`src/sv/macp_pkg.sv`:
```
// ----------------------------------------------------------------------------
// macp_pkg
// Shared constants and helpers for the MAC address text parser.
// ----------------------------------------------------------------------------
`default_nettype none

package macp_pkg;

    // Character counter and field widths
    localparam int unsigned CNT_W   = 5;
    localparam int unsigned ADDR_W  = 48;
    localparam int unsigned CHAR_W  = 8;
    localparam int unsigned NIB_W   = 4;

    localparam logic [CNT_W-1:0] COUNT_MAX = 5'd31;

    // String lengths of the two layouts
    localparam logic [CNT_W-1:0] SIX_LEN   = 5'd17;
    localparam logic [CNT_W-1:0] THREE_LEN = 5'd14;

    // Position of the final character of each layout (length - 1)
    localparam logic [CNT_W-1:0] SIX_LAST_POS   = SIX_LEN - 5'd1;
    localparam logic [CNT_W-1:0] THREE_LAST_POS = THREE_LEN - 5'd1;

    // Separator positions, one bit per character position.
    // Six groups: 2, 5, 8, 11, 14. Three groups: 4, 9.
    localparam logic [31:0] SIX_SEP_MASK   = 32'h0000_4924;
    localparam logic [31:0] THREE_SEP_MASK = 32'h0000_0210;

    // Character codes
    localparam logic [CHAR_W-1:0] CH_COLON = 8'h3A;
    localparam logic [CHAR_W-1:0] CH_DASH  = 8'h2D;
    localparam logic [CHAR_W-1:0] CH_0     = 8'h30;
    localparam logic [CHAR_W-1:0] CH_9     = 8'h39;
    localparam logic [CHAR_W-1:0] CH_UA    = 8'h41;
    localparam logic [CHAR_W-1:0] CH_UF    = 8'h46;
    localparam logic [CHAR_W-1:0] CH_LA    = 8'h61;
    localparam logic [CHAR_W-1:0] CH_LF    = 8'h66;

    // Layout codes
    typedef enum logic {
        LAYOUT_SIX   = 1'b0,
        LAYOUT_THREE = 1'b1
    } t_layout;

    // Decoded character: hex digit value plus a not-hex flag
    typedef struct packed {
        logic             not_hex;
        logic [NIB_W-1:0] value;
    } t_nibble;

    // Decode one character as a hex digit, either case
    function automatic t_nibble hex_nibble(input logic [CHAR_W-1:0] c);
        t_nibble      res;
        logic [CHAR_W-1:0] diff;
        res  = '{not_hex: 1'b1, value: '0};
        diff = '0;
        if (c >= CH_0 && c <= CH_9) begin
            diff = c - CH_0;
            res  = '{not_hex: 1'b0, value: diff[NIB_W-1:0]};
        end else if (c >= CH_UA && c <= CH_UF) begin
            diff = c - CH_UA + 8'd10;
            res  = '{not_hex: 1'b0, value: diff[NIB_W-1:0]};
        end else if (c >= CH_LA && c <= CH_LF) begin
            diff = c - CH_LA + 8'd10;
            res  = '{not_hex: 1'b0, value: diff[NIB_W-1:0]};
        end
        return res;
    endfunction

endpackage

`default_nettype wire

```
`src/sv/mac_address_text_parser.sv`:
```
// ----------------------------------------------------------------------------
// mac_address_text_parser
// Checks and converts a MAC address string, one character per beat, into a
// 48-bit address. Six two-digit and three four-digit layouts are tracked
// side by side until the last character.
// ----------------------------------------------------------------------------
// Channel   Dir  Fields (low bit first)                    Beat
// s_axis    in   tdata: char_code[7:0]; tlast: is_last     one per character
// m_axis    out  tdata: address[47:0]; tuser: valid_res,   one per string,
//                layout                                    after last char
//
// One character per cycle, with no gap between strings, while no last character
// waits on a stalled result. The last character's beat passes through an input
// register, then the parse logic feeding the result register.
// Reset (i_rst_n low, synchronous) empties both registers and restores the
// parse state for a new string.
// A stalled result holds the pipe only when a last character waits behind
// it; ordinary characters keep flowing into the parse state.
// ----------------------------------------------------------------------------
`default_nettype none

module mac_address_text_parser
    import macp_pkg::*;
(
    input  wire logic               i_clk,
    input  wire logic               i_rst_n,
    // Character input
    input  wire logic               s_axis_tvalid,
    output logic                    s_axis_tready,
    input  wire logic [CHAR_W-1:0]  s_axis_tdata,   // [7:0] char_code
    input  wire logic               s_axis_tlast,   // is_last
    // Parse result
    output logic                    m_axis_tvalid,
    input  wire logic               m_axis_tready,
    output logic [ADDR_W-1:0]       m_axis_tdata,   // [47:0] address
    output logic [1:0]              m_axis_tuser    // [0] valid_res, [1] layout
);

    // Input register
    logic               r_in_valid;
    logic [CHAR_W-1:0]  r_in_char;
    logic               r_in_last;

    // Parse state
    logic [CNT_W-1:0]   r_char_count, n_char_count;
    logic               r_six_ok,     n_six_ok;
    logic               r_three_ok,   n_three_ok;
    logic [ADDR_W-1:0]  r_six_val,    n_six_val;
    logic [ADDR_W-1:0]  r_three_val,  n_three_val;

    // Result register
    logic               r_out_valid;
    logic               r_out_ok;
    t_layout            r_out_layout;
    logic [ADDR_W-1:0]  r_out_addr;
    logic               n_out_ok;
    t_layout            n_out_layout;
    logic [ADDR_W-1:0]  n_out_addr;

    logic               w_out_free;
    logic               w_s1_go;
    t_nibble            w_nib;
    logic               w_is_colon;
    logic               w_is_dash;

    // Pipe control: a last character needs a free result register
    assign w_out_free    = !r_out_valid || m_axis_tready;
    assign w_s1_go       = r_in_valid && (w_out_free || !r_in_last);
    assign s_axis_tready = !r_in_valid || w_s1_go;

    // Capture the incoming character
    always_ff @(posedge i_clk) begin
        if (!i_rst_n) begin
            r_in_valid <= 1'b0;
        end else if (s_axis_tready) begin
            r_in_valid <= s_axis_tvalid;
        end
        if (s_axis_tready && s_axis_tvalid) begin
            r_in_char <= s_axis_tdata;
            r_in_last <= s_axis_tlast;
        end
    end

    // Parse one character against both layouts
    always_comb begin
        w_nib       = hex_nibble(r_in_char);
        w_is_colon  = (r_in_char == CH_COLON);
        w_is_dash   = (r_in_char == CH_DASH);

        n_six_ok    = r_six_ok;
        n_six_val   = r_six_val;
        n_three_ok  = r_three_ok;
        n_three_val = r_three_val;

        // Six two-digit groups
        if (r_char_count < SIX_LEN) begin
            if (SIX_SEP_MASK[r_char_count]) begin
                if (!w_is_colon && !w_is_dash) begin
                    n_six_ok = 1'b0;
                end
            end else if (w_nib.not_hex) begin
                n_six_ok = 1'b0;
            end else begin
                n_six_val = {r_six_val[ADDR_W-NIB_W-1:0], w_nib.value};
            end
        end

        // Three four-digit groups
        if (r_char_count < THREE_LEN) begin
            if (THREE_SEP_MASK[r_char_count]) begin
                if (!w_is_dash) begin
                    n_three_ok = 1'b0;
                end
            end else if (w_nib.not_hex) begin
                n_three_ok = 1'b0;
            end else begin
                n_three_val = {r_three_val[ADDR_W-NIB_W-1:0], w_nib.value};
            end
        end

        // Saturate the character count
        n_char_count = (r_char_count != COUNT_MAX) ? r_char_count + 5'd1 : r_char_count;

        // Pick the result from the length and the layout flags
        n_out_ok     = 1'b0;
        n_out_layout = LAYOUT_SIX;
        n_out_addr   = '0;
        if (r_char_count == SIX_LAST_POS && n_six_ok) begin
            n_out_ok   = 1'b1;
            n_out_addr = n_six_val;
        end else if (r_char_count == THREE_LAST_POS && n_three_ok) begin
            n_out_ok     = 1'b1;
            n_out_layout = LAYOUT_THREE;
            n_out_addr   = n_three_val;
        end
    end

    // Advance the parse state; restart after the last character
    always_ff @(posedge i_clk) begin
        if (!i_rst_n) begin
            r_char_count <= '0;
            r_six_ok     <= 1'b1;
            r_three_ok   <= 1'b1;
            r_six_val    <= '0;
            r_three_val  <= '0;
        end else if (w_s1_go) begin
            if (r_in_last) begin
                r_char_count <= '0;
                r_six_ok     <= 1'b1;
                r_three_ok   <= 1'b1;
                r_six_val    <= '0;
                r_three_val  <= '0;
            end else begin
                r_char_count <= n_char_count;
                r_six_ok     <= n_six_ok;
                r_three_ok   <= n_three_ok;
                r_six_val    <= n_six_val;
                r_three_val  <= n_three_val;
            end
        end
    end

    // Load and drain the result register
    always_ff @(posedge i_clk) begin
        if (!i_rst_n) begin
            r_out_valid <= 1'b0;
        end else if (w_s1_go && r_in_last) begin
            r_out_valid <= 1'b1;
        end else if (m_axis_tready) begin
            r_out_valid <= 1'b0;
        end
        if (w_s1_go && r_in_last) begin
            r_out_ok     <= n_out_ok;
            r_out_layout <= n_out_layout;
            r_out_addr   <= n_out_addr;
        end
    end

    assign m_axis_tvalid = r_out_valid;
    assign m_axis_tdata  = r_out_addr;
    assign m_axis_tuser  = {r_out_layout, r_out_ok};

    // Checks
    a_restart: assert property (@(posedge i_clk) disable iff (!i_rst_n)
        (w_s1_go && r_in_last) |=> (r_char_count == '0 && r_six_ok && r_three_ok))
        else $error("parse state not restored after last character");

    a_zero_if_bad: assert property (@(posedge i_clk) disable iff (!i_rst_n)
        (r_out_valid && !r_out_ok) |-> (r_out_addr == '0 && r_out_layout == LAYOUT_SIX))
        else $error("invalid string gave nonzero address or layout");

    a_load_src: assert property (@(posedge i_clk) disable iff (!i_rst_n)
        $rose(r_out_valid) |-> $past(w_s1_go && r_in_last))
        else $error("result appeared without a last character");

    a_no_overwrite: assert property (@(posedge i_clk) disable iff (!i_rst_n)
        (r_out_valid && !m_axis_tready) |-> !(w_s1_go && r_in_last))
        else $error("pending result overwritten");

endmodule

`default_nettype wire

```
`config.mk`:
```
export PLATFORM = sky130hd
export DESIGN_NAME = mac_address_text_parser
export DESIGN_NICKNAME = d
export VERILOG_FILES = /design/src/sv/macp_pkg.sv /design/src/sv/mac_address_text_parser.sv
export SDC_FILE = /design/constraint.sdc
export NUM_CORES = 1
export LEC_CHECK = 0
export BUFFER_PORTS_ARGS = -buffer_cell sky130_fd_sc_hd__buf_4
export CAP_MARGIN = 10
export CORE_MARGIN = 10
export CORE_UTILIZATION = 60
export DETAILED_ROUTE_END_ITERATION = 16
export GPL_ROUTABILITY_DRIVEN = 0
export MAX_ROUTING_LAYER = met4
export PLACE_DENSITY = 0.8
export SLEW_MARGIN = 10
export SYNTH_ARGS = -nofsm -noshare
export SYNTH_HDL_FRONTEND = slang
export SYNTH_SLANG_ARGS = --single-unit
```
`constraint.sdc`:
```
create_clock -name i_clk -period 7.05 [get_ports i_clk]
set_input_delay 0 -clock i_clk [delete_from_list [all_inputs] [get_ports i_clk]]
set_output_delay 0 -clock i_clk [all_outputs]
set_load 0.03 [all_outputs]
```
# Word level (Yosys, flattened, before mapping)
# Memories as Yosys holds them, arrays and structs flattened. A register that Yosys moved wholly into a read port is not among the register bits.
# Index checks and enable logic that the tools add are counted.
# W data, S select, Z words.
totals:
  out_inout_bits: 52
  inputBits: 13
  reg_bits: 164
  romBits: 64
  n_memories: 2
op_classes:
  reduce_logical: 20
  muxes: 34
  magnitude_cmp: 9
  eq_ne: 5
  add_sub_neg: 6
memory_table:
  columns: ["memory", "words", "width", "read_ports", "rd_ports_with_merged_regs", "wr", "line", "rtl"]
  rows:
  - ["(name not given)", 32, 1, 1, 1, 0, "mac_address_text_parser.sv:110", "if (THREE_SEP_MASK[r_char_count]) begin"]
  - ["(name not given)", 32, 1, 1, 1, 0, "mac_address_text_parser.sv:97", "if (SIX_SEP_MASK[r_char_count]) begin"]
op_table:
  columns: ["operator", "count"]
  rows:
  - ["$mux W48", 10]
  - ["$mux W5", 9]
  - ["$eq A8 B6 Y1 const B", 2]
  - ["$ge A8 B7 Y1 const B", 2]
  - ["$le A8 B7 Y1 const B", 2]
  - ["$mux W1", 15]
  - ["$sub A4 B1 Y4 const B", 3]
  - ["$logic_and A1 B1 Y1", 9]
  - ["$add A4 B4 Y4 const B", 2]
  - ["$ge A8 B6 Y1 const B", 1]
  - ["$le A8 B6 Y1 const B", 1]
  - ["$lt A5 B6 Y1 const B", 1]
  - ["$add A5 B1 Y5 const B", 1]
  - ["$eq A5 B4 Y1 const B", 1]
  - ["$eq A5 B5 Y1 const B", 1]
  - ["$logic_not A1 Y1", 5]
  - ["$lt A5 B4 Y1 const B", 1]
  - ["$lt A5 B5 Y1 const B", 1]
  - ["$ne A5 B5 Y1 const B", 1]
  - ["$reduce_bool A2 Y1", 2]
  - ["$logic_or A1 B1 Y1", 3]
  - ["$reduce_and A2 Y1", 1]

# Logic depth before layout (Yosys ltp)
# Gate-level depths: netlist (run 1).
logic_depth:
  word_depth: 11
  ltp_mapped: 12
  depth_no_buf: 12

# Worst setup path before layout (run 1)
# OpenSTA, ideal clock, no wires.
synth_path:
  kind: "flip-flop to flip-flop"
  startpoint: "reg r_in_valid"
  endpoint: "reg r_out_addr[0], in the netlist m_axis_tdata[0], enable pin"
  path_stages_with_launch: 4
  path_slack_ns: 3.754
  synth_period_minus_slack_ns: 3.296
  setup_time_ns: 0.458
  n_path_buf: 1
  arrival_time_ns: 2.838
  cell_sequence: "dfxtp_1 clkbuf_1 nand2_1 nor2_1"
synth_via:
  elab_chain_len: 2
synth_lines:
  columns: ["element", "line", "rtl"]
  rows:
  - ["start: declaration", "mac_address_text_parser.sv:40", "logic r_in_valid;"]
  - ["start signal: assignment", "mac_address_text_parser.sv:76", "r_in_valid <= s_axis_tvalid;"]
  - ["$logic_and A1 B1 Y1", "mac_address_text_parser.sv:68", "assign w_s1_go = r_in_valid && (w_out_free || !r_in_last);"]
  - ["$logic_and A1 B1 Y1", "mac_address_text_parser.sv:172", "if (w_s1_go && r_in_last) begin"]
  - ["end signal: assignment", "mac_address_text_parser.sv:175", "r_out_addr <= n_out_addr;"]
  - ["end: declaration", "mac_address_text_parser.sv:55", "logic [ADDR_W-1:0] r_out_addr;"]
# No other way between the ends.
# A chain may end at the register's enable or synchronous reset.

# Worst setup path in the final report (run 1)
layout_path:
  startpoint: "reg r_in_char[0]"
  endpoint: "reg r_out_addr[1], in the netlist m_axis_tdata[1], data pin"
layout_via:
  elab_chain_len: 11
layout_lines:
  columns: ["element", "line", "rtl"]
  rows:
  - ["start: declaration", "mac_address_text_parser.sv:41", "logic [CHAR_W-1:0] r_in_char;"]
  - ["start signal: assignment", "mac_address_text_parser.sv:79", "r_in_char <= s_axis_tdata;"]
  - ["branches (longest 10 deep; another with $sub A4 B1 Y4)", null, null]
  - ["$mux W48 *", "mac_address_text_parser.sv:128", "if (r_char_count == SIX_LAST_POS && n_six_ok) begin"]
  - ["via n_out_addr[1]", "mac_address_text_parser.sv:58", "logic [ADDR_W-1:0] n_out_addr;"]
# Mark *: on every way through the listed nets, which the timed path passes.

==> results.md, run 1 <==
- The clock edge transition at the registers on the reported setup and hold paths is 0.06 ns.
- The clock tree from TritonCTS is built.
- The layout overhead on the synthesized area is 14.5%.
- The detailed router placed 5313 vias in this run.
- The worst-case clock skew is 0.00744 ns.
- 65 I/O pins were placed.
- The post-placement cell area is 7780 um2.
- The maximum cell stage delay along the critical path is around 0.67 ns.
- The starting utilization of the core area is 0.613.
- The worst register-to-register path begins at r_in_char[0]$_DFFE_PP_.
- The clock reaches the later pin of the worst-skew pair after 0.43 ns.
- The endpoint type of the worst setup path is a flop.
- The placement row count is 40.
- The library cell occupying the most area in the post-synthesis netlist is dfxtp_1.
- The number of flops mapped to enable cells by yosys is 59.
- The type of the worst setup path is reg -> reg.
- Max-cap violations in this run came to 0.
- The area fraction of the dominant cell type after synthesis is 0.289.
- Wires add up to 16600 um.
- In this run the register-to-register setup slack is ~3.6 ns.
- The count of buffers inserted at the top-level ports is 64.
- The analysis attributes to cell leakage a power of 3.48 nW.
- The flow ran to the end, and the final reports show no timing, DRC or antenna violations.
- For met3 alone, demand over resource in global routing was 0.0366.
- Static timing analysis puts the maximum clock frequency at 291 MHz.
- The critical-path cell with the highest stage delay is a21o_2.
- The most common library cell in the layout ignoring fill and taps is dfxtp_1.
- The area of the mapped netlist is 7400 um2.
- The initial antenna violation count is 0.
- In this run the remaining antenna-violating nets after routing total 0.
- The share of the Yosys chip area taken by registers is 0.529.
- The number of buffers created by CTS is 17.
- The worst max-slew margin expressed relative to the limit is 0.293.
- The number of gates resized after cts is 0.
- VDD sags by at most 0.182 mV.
- The required time at the endpoint of the critical path is 7.20 ns.
- Synthesis produced 601 cells.
- The global-route met2 utilization is 0.317.
- The horizontal die dimension is approximately 130 um.
- Following the worst setup path forward leads to its endpoint at m_axis_tdata[1]$_DFFE_PP_.
- The synthesized net count is roughly 630.
- The core region is between 10000 and 15000 um2.
- The library cells used most frequently in the layout, excluding fill and tap cells, are 107 x dfxtp_1, 95 x mux2i_1, 72 x buf_4, 59 x edfxtp_1, 48 x o22ai_1.
- For this design, the CTS-stage hold fixing added 11 buffers.
- The proportion of register bits with asynchronous set or reset after synthesis is 0.
- The violation count after the first detailed-route iteration is 535.
- The root buffer cell chosen for the clock tree is clkbuf_16.
- The total number of H-tree levels is 4.
- The HPWL after detailed placement is 9900 um.
- In this run the worst path has a maximum fanout of 27.
- In the final layout, the share of cells above drive strength 1 is 0.173.
- The number of global-route vias before repair came to 5241.
- For the pin with the worst max-slew slack, the measured transition is 1.06 ns.
- The endpoint of the worst-slack reg-to-reg timing path is m_axis_tdata[1]$_DFFE_PP_.
- Measured in cells, the most critical reg-to-reg path has a length of 8.
- The overall fraction of global-route tracks in use is 0.204.
- In the finished design, the share of the clock period the worst path needs comes to 0.488.
- The number of fill cells in the layout is 819.
- The number of nets in the layout is 674.
- Yosys attributes the largest share of cell area to dfxtp_1 29%, edfxtp_1 24%, mux2i_1 13%, a32o_1 6.0%, a22o_1 5.2%.
- Setup repair after global routing left no endpoint under its margin.
- STA classifies the critical path startpoint as a flop.
- After global routing, the most crowded layer is met2.
- After routing the design area is 8470 um2.
- The critical path goes through inv_1 -> ha_1 -> o21bai_1 -> a21o_1 -> a21o_2 -> buf_4 -> mux2i_1 -> o22ai_1.
- The final routed DRC violation total is 0.
- The setup TNS after final layout is 0 ns.
- The final hold violation count is 0.
- A synthesized cell averages 12.3 um2.
- The largest net degree at the start of global routing is 59.
- The first-pass iteration count of the detailed router is 5.
- The smallest clock period supported by the final layout is computed as 3.44 ns.
- For this run the aggregate overflow at the end of global routing stands at 0.
- Setup violations remaining at the end of the flow were counted as 0.
- The clock sink count is approximately 170.
- The most used flip-flop cell after synthesis is dfxtp_1.
- The critical path startpoint is r_in_char[0]$_DFFE_PP_.
- Yosys printed 0 warnings.
- The clock passes through at most 2 buffers.
- In the global route stage, met1 resource usage came out at 0.261.
- The diode insertion count for antenna repair is 0.
- The post-synthesis cell type count is 57.
- The total setup buffers inserted after CTS is 0.
- The number of vias per cell is 6.39.
- The die extent in y is 131 um.
- Counting flops and latches in the post-synthesis netlist gives 166.
- The power density over cell area is between 200 and 250 nW/um2.
- The die outline area is 17200 um2.
- The first global-routing pass estimated approximately 27000 um of wire.
- The worst hold slack after final layout is ~0.12 ns.
- The routed length per placed instance is 20.0 um.
- STA puts the critical path data arrival time at approximately 3.6 ns.
- The worst hold path class is in -> reg.
- The number of pins exceeding their max-slew limit in the final report came to 0.
worst max-delay path: cells and delay by family (launching register included):
family          cells  cell delay [ns]
mux                 1             0.31
buf+inv             2             0.73
compound gates      4             1.31
flops               1             0.54
fa+ha+maj           1             0.25
layout make-up:
class                   count  area [um2]  share of cell area
inverters                  10        37.5             0.00443
flip-flops and latches    166        3910               0.462
well taps                 168         210              0.0248
repair buffers             83         651              0.0768
clock buffers              17         425              0.0502
multi-input cells         372        3070               0.363
clock inverters            15         163              0.0192
report_power, final:
group | switching (mW) | internal, mW
combinational | 0.0763 | 0.0432
sequential | 0.0102 | 1.00
clock | 0.372 | 0.551
layer usage:
layer	wire length (um)	vias up
met5	0	-
met1	7380	2653
li1	-	2471
met3	811	26
met2	8090	163
met4	308	0
Yosys cell counts (all sizes together), types with 6 or more instances:
master	n
dfxtp	107
mux2i	95
edfxtp	59
o22ai	48
a22o	44
a32o	44
buf	39
nand2	17
o21ai	15
clkbuf	14
ha	11
inv	10
a21oi	9
nor2b	8
nand2b	7
nor2	7
nand3	6
cell families (layout without fill, tap and decap cells):
kind of cell	Yosys count	after routing	synth area share
compound gates	187	187	0.200
flops	166	166	0.529
mux	96	96	0.130
simple gates	75	75	0.0604
buf+inv	63	125	0.0587
fa+ha+maj	11	11	0.0186
xor+xnor	3	3	0.00355
through the flow:
stage                      util  total power [mW]  setup slack [ns]  cells
after floorplan               -              1.12              3.75    601
after global placement    0.645              1.15              3.83    788
after detailed placement  0.645              1.15              3.68    788
after CTS                 0.703              2.07              3.64    831
after global routing      0.703              2.12              3.38    831
final                     0.703              2.06              3.61    831
registers in the layout, indices dropped and copies added, names as in the netlist, 5 cells and up, named ones only:
signal / flops
m_axis_tdata: 48
r_six_val: 48
r_char_count: 5
r_in_char: 8
r_three_val: 48
how the worst min path moves through the flow:
stage | startpoint | endpoint | slack (ns) | cells past startpoint
2_1_floorplan | s_axis_tdata[0] | r_in_char[0]$_DFFE_PP_ | 0.1 | 0
3_3_place_gp | s_axis_tdata[6] | r_in_char[6]$_DFFE_PP_ | 0.18 | 1
3_5_place_dp | s_axis_tdata[0] | r_in_char[0]$_DFFE_PP_ | 0.18 | 1
4_1_cts | i_rst_n | r_six_val[47]$_SDFFE_PN0P_ | 0.12 | 3
5_1_grt | i_rst_n | m_axis_tvalid$_SDFFE_PN0P_ | 0.16 | 2
6_report | i_rst_n | r_in_valid$_SDFFE_PN0N_ | 0.12 | 2
Note: power is estimated with default switching activity, not from simulation.
==> inputs of run 2 (changes only) <==
--- a/config.mk
+++ b/config.mk
@@ -8,11 +8,11 @@
 export BUFFER_PORTS_ARGS = -buffer_cell sky130_fd_sc_hd__buf_4
 export CAP_MARGIN = 10
 export CORE_MARGIN = 10
-export CORE_UTILIZATION = 60
+export CORE_UTILIZATION = 59
 export DETAILED_ROUTE_END_ITERATION = 16
 export GPL_ROUTABILITY_DRIVEN = 0
 export MAX_ROUTING_LAYER = met4
-export PLACE_DENSITY = 0.8
+export PLACE_DENSITY = 0.79
 export SLEW_MARGIN = 10
 export SYNTH_ARGS = -nofsm -noshare
 export SYNTH_HDL_FRONTEND = slang
==> constraint.sdc (replaced) <==
create_clock -name i_clk -period 3.4 [get_ports i_clk]
set_input_delay 0 -clock i_clk [delete_from_list [all_inputs] [get_ports i_clk]]
set_output_delay 0 -clock i_clk [all_outputs]
set_load 0.03 [all_outputs]
==> results.md, run 2 (synthesis results as in run 1) <==
- The run finished with clean final reports.
- The total setup buffers inserted after CTS is 0 (unchanged).
- Leaving out fill and tap cells, the most frequent cell in the layout is dfxtp_1.
- The count of max-cap constraint violations is 0 (unchanged).
- The setup TNS after final layout is 0 ns (unchanged).
- The layout overhead on the synthesized area is 14.5% (about the same).
- The clock sink count is 166 (unchanged).
- The area of the core is 12200 um2 (+0.83%).
- The final hold violation count is 0 (unchanged).
- The data arrival time of the critical path came to 3.07 ns (-0.52 ns).
- On the critical path the largest part of the delay comes from compound AO/OA/AOI/OAI gates.
- The clock edge transition at the registers on the reported setup and hold paths is 0.06 ns (about the same).
- The die outline area is 17400 um2 (+1.4%).
- The post-route minimum period is 2.94 ns (-0.496 ns).
- The post-detailed-routing wire length was 16300 um (-1.9%).
- The maximum cell stage delay along the critical path is 0.54 ns (-0.13 ns).
- In this run the worst hold path is classified as in -> reg.
- The ratio of cells with drive above 1 in the final layout is 0.175 (+0.00143).
- STA classifies the critical path startpoint as a flop.
- The type of the worst setup path is reg -> reg.
- The first-pass iteration count of the detailed router is 6 (+1).
- The CTS root buffer is clkbuf_16.
- The number of buffers created by CTS came to 17 (unchanged).
- The routed length per placed instance is 19.4 um (-2.6%).
- The number of instances in the placed design was 794 (+0.76%).
- The largest net degree at the start of global routing is 59 (unchanged).
- The worst register-to-register path begins at r_in_char[0]$_DFFE_PP_.
- TritonCTS built the clock tree.
- The path with the worst hold slack has its endpoint at r_char_count[1]$_SDFFE_PN0P_.
- The aggregate global routing overflow is 0 (unchanged).
- The total number of H-tree levels is 4 (unchanged).
- The diode insertion count for antenna repair is 0 (unchanged).
- The number of vias per cell came to 6.35 (-0.66%).
- The hold path startpoint is i_rst_n.
- The HPWL after detailed placement is 10200 um (+3.2%).
- In the layout the commonest cells are 107 x dfxtp_1, 95 x mux2i_1, 77 x buf_4, 59 x edfxtp_1, 48 x o22ai_1.
- The buffer and inverter count on the worst path is 2 (unchanged).
- The depth of the worst hold-timing path is 2 (unchanged).
- The number of pins exceeding their max-slew limit in the final report is 0 (unchanged).
- The starting utilization of the core area was 0.608 (-0.00505).
- The placement row count was 40 (unchanged).
- The final routed DRC violation total came to 0 (unchanged).
- The number of routed nets with antenna violations is 0 (unchanged).
- The number of buffers between clock root and the deepest sink is 2 (unchanged).
- The number of nets in the layout is 680 (+0.89%).
- The final instance count without filler cells was 837 (+0.72%).
- The pin slew with the least headroom to its limit came to 0.985 ns (-0.0736 ns).
- The number of global-route vias before repair was 5332 (+1.7%).
- The count of buffers inserted at the top-level ports is 64 (unchanged).
- The total power consumption of the routed design was 4.09 mW (+99%).
- The maximum fanout encountered on the critical timing path came to 33 (+22%).
- The power density over cell area was 483 nW/um2 (+99%).
- The final worst-path cycle share is 0.866 (+0.378).
- The count of vias placed by the detailed router came to 5316 (+0.056%).
- The slack of the worst reg-to-reg path was 0.46 ns (-3.15 ns).
- The number of setup violations in the final report is 0 (unchanged).
- The endpoint of the worst-slack reg-to-reg timing path is m_axis_tdata[0]$_DFFE_PP_.
- The global-route wire length before repair is 27300 um (+0.59%).
- The maximum resistive drop on vdd was 0.274 mV (+51%).
- The number of hold buffers added after CTS came to 11 (unchanged).
- The endpoint type of the worst setup path is a flop.
- The number of gates resized after cts was 0 (unchanged).
- The number of ports placed on the die boundary is 65 (unchanged).
- The die extent in y is 132 um (+0.72%).
- Setup repair after global routing left no endpoint under its margin.
- The required time at the endpoint of the critical path is 3.53 ns (-3.67 ns).
- The worst max-slew margin expressed relative to the limit is 0.340 (+0.0477).
- The number of fill cells in the layout is 857 (+4.6%).
- The leakage power summed over all cells is 3.48 nW (about the same).
- The overall fraction of global-route tracks in use came to 0.193 (-0.0110).
- The signal on the critical path passes through inv_1 -> ha_1 -> o21bai_1 -> a21o_1 -> a21oi_1 -> o21ai_4 -> buf_12 -> o22ai_1.
- The horizontal die dimension is 132 um (+0.72%).
- The violation count after the first detailed-route iteration is 478 (-11%).
- The maximum achievable frequency was 340 MHz (+17%).
- The critical-path cell with the highest stage delay is o21ai_4.
- The worst-case clock skew is 0.00814 ns (+0.000693 ns).
- The number of cell instances on the worst register-to-register path is 8 (unchanged).
- The clock latency of the later-clocked register in the worst-skew pair was 0.43 ns (about the same).
- The initial antenna violation count came to 0 (unchanged).
## run 2: cell count changes in the layout (fill, tap and decap cells not counted), sizes merged
cell / delta
clkbuf: +6
clkinvlp: +1
clkinv: -5
bufinv: -2
buf: +6
## run 2: how the worst max path moves through the flow
stage | from | to | slack (ns) | depth (start not counted)
4_1_cts | r_in_char[0]$_DFFE_PP_ | m_axis_tdata[1]$_DFFE_PP_ | 0.54 | 8
6_report | r_in_char[0]$_DFFE_PP_ | m_axis_tdata[0]$_DFFE_PP_ | 0.46 | 8
3_5_place_dp | r_in_char[0]$_DFFE_PP_ | m_axis_tdata[0]$_DFFE_PP_ | 0.55 | 8
2_1_floorplan | r_in_valid$_SDFFE_PN0N_ | m_axis_tdata[0]$_DFFE_PP_ | 0.10 | 3
5_1_grt | r_in_char[0]$_DFFE_PP_ | m_axis_tdata[0]$_DFFE_PP_ | 0.31 | 8
3_3_place_gp | r_in_char[0]$_DFFE_PP_ | m_axis_tdata[0]$_DFFE_PP_ | 0.71 | 8
## run 2: power breakdown
group / internal (mW) / leakage [nW] / switching [mW]
Combinational: 0.0906 / 1.86 / 0.158
Sequential: 2.08 / 1.37 / 0.0217
Clock: 1.00 / 0.249 / 0.737
## run 2: routing by layer
metal	vias up	routed length (um)	GRT usage
met5	-	0	-
met4	0	202	0.0556
met3	23	895	0.0568
met2	189	7990	0.302
met1	2621	7190	0.238
li1	2483	-	-
## run 2: stage by stage
stage | utilization | cell area [um2] | hold WS [ns] | setup WS [ns]
floorplan | - | 7400 | 0.0989 | 0.104
global placement | 0.644 | 7830 | 0.178 | 0.711
detailed placement | 0.644 | 7830 | 0.180 | 0.549
CTS | 0.697 | 8470 | 0.123 | 0.545
global route | 0.697 | 8470 | 0.155 | 0.312
finish | 0.697 | 8470 | 0.135 | 0.457
## run 2: layout make-up
type	count	area, um2	share of cell area
clock buffer	23	448	0.0529
clock inverter	9	80.1	0.00945
multi-input combinational	372	3070	0.363
inverter	10	37.5	0.00443
tap	168	210	0.0248
sequential	166	3910	0.462
timing repair buffer	89	708	0.0836
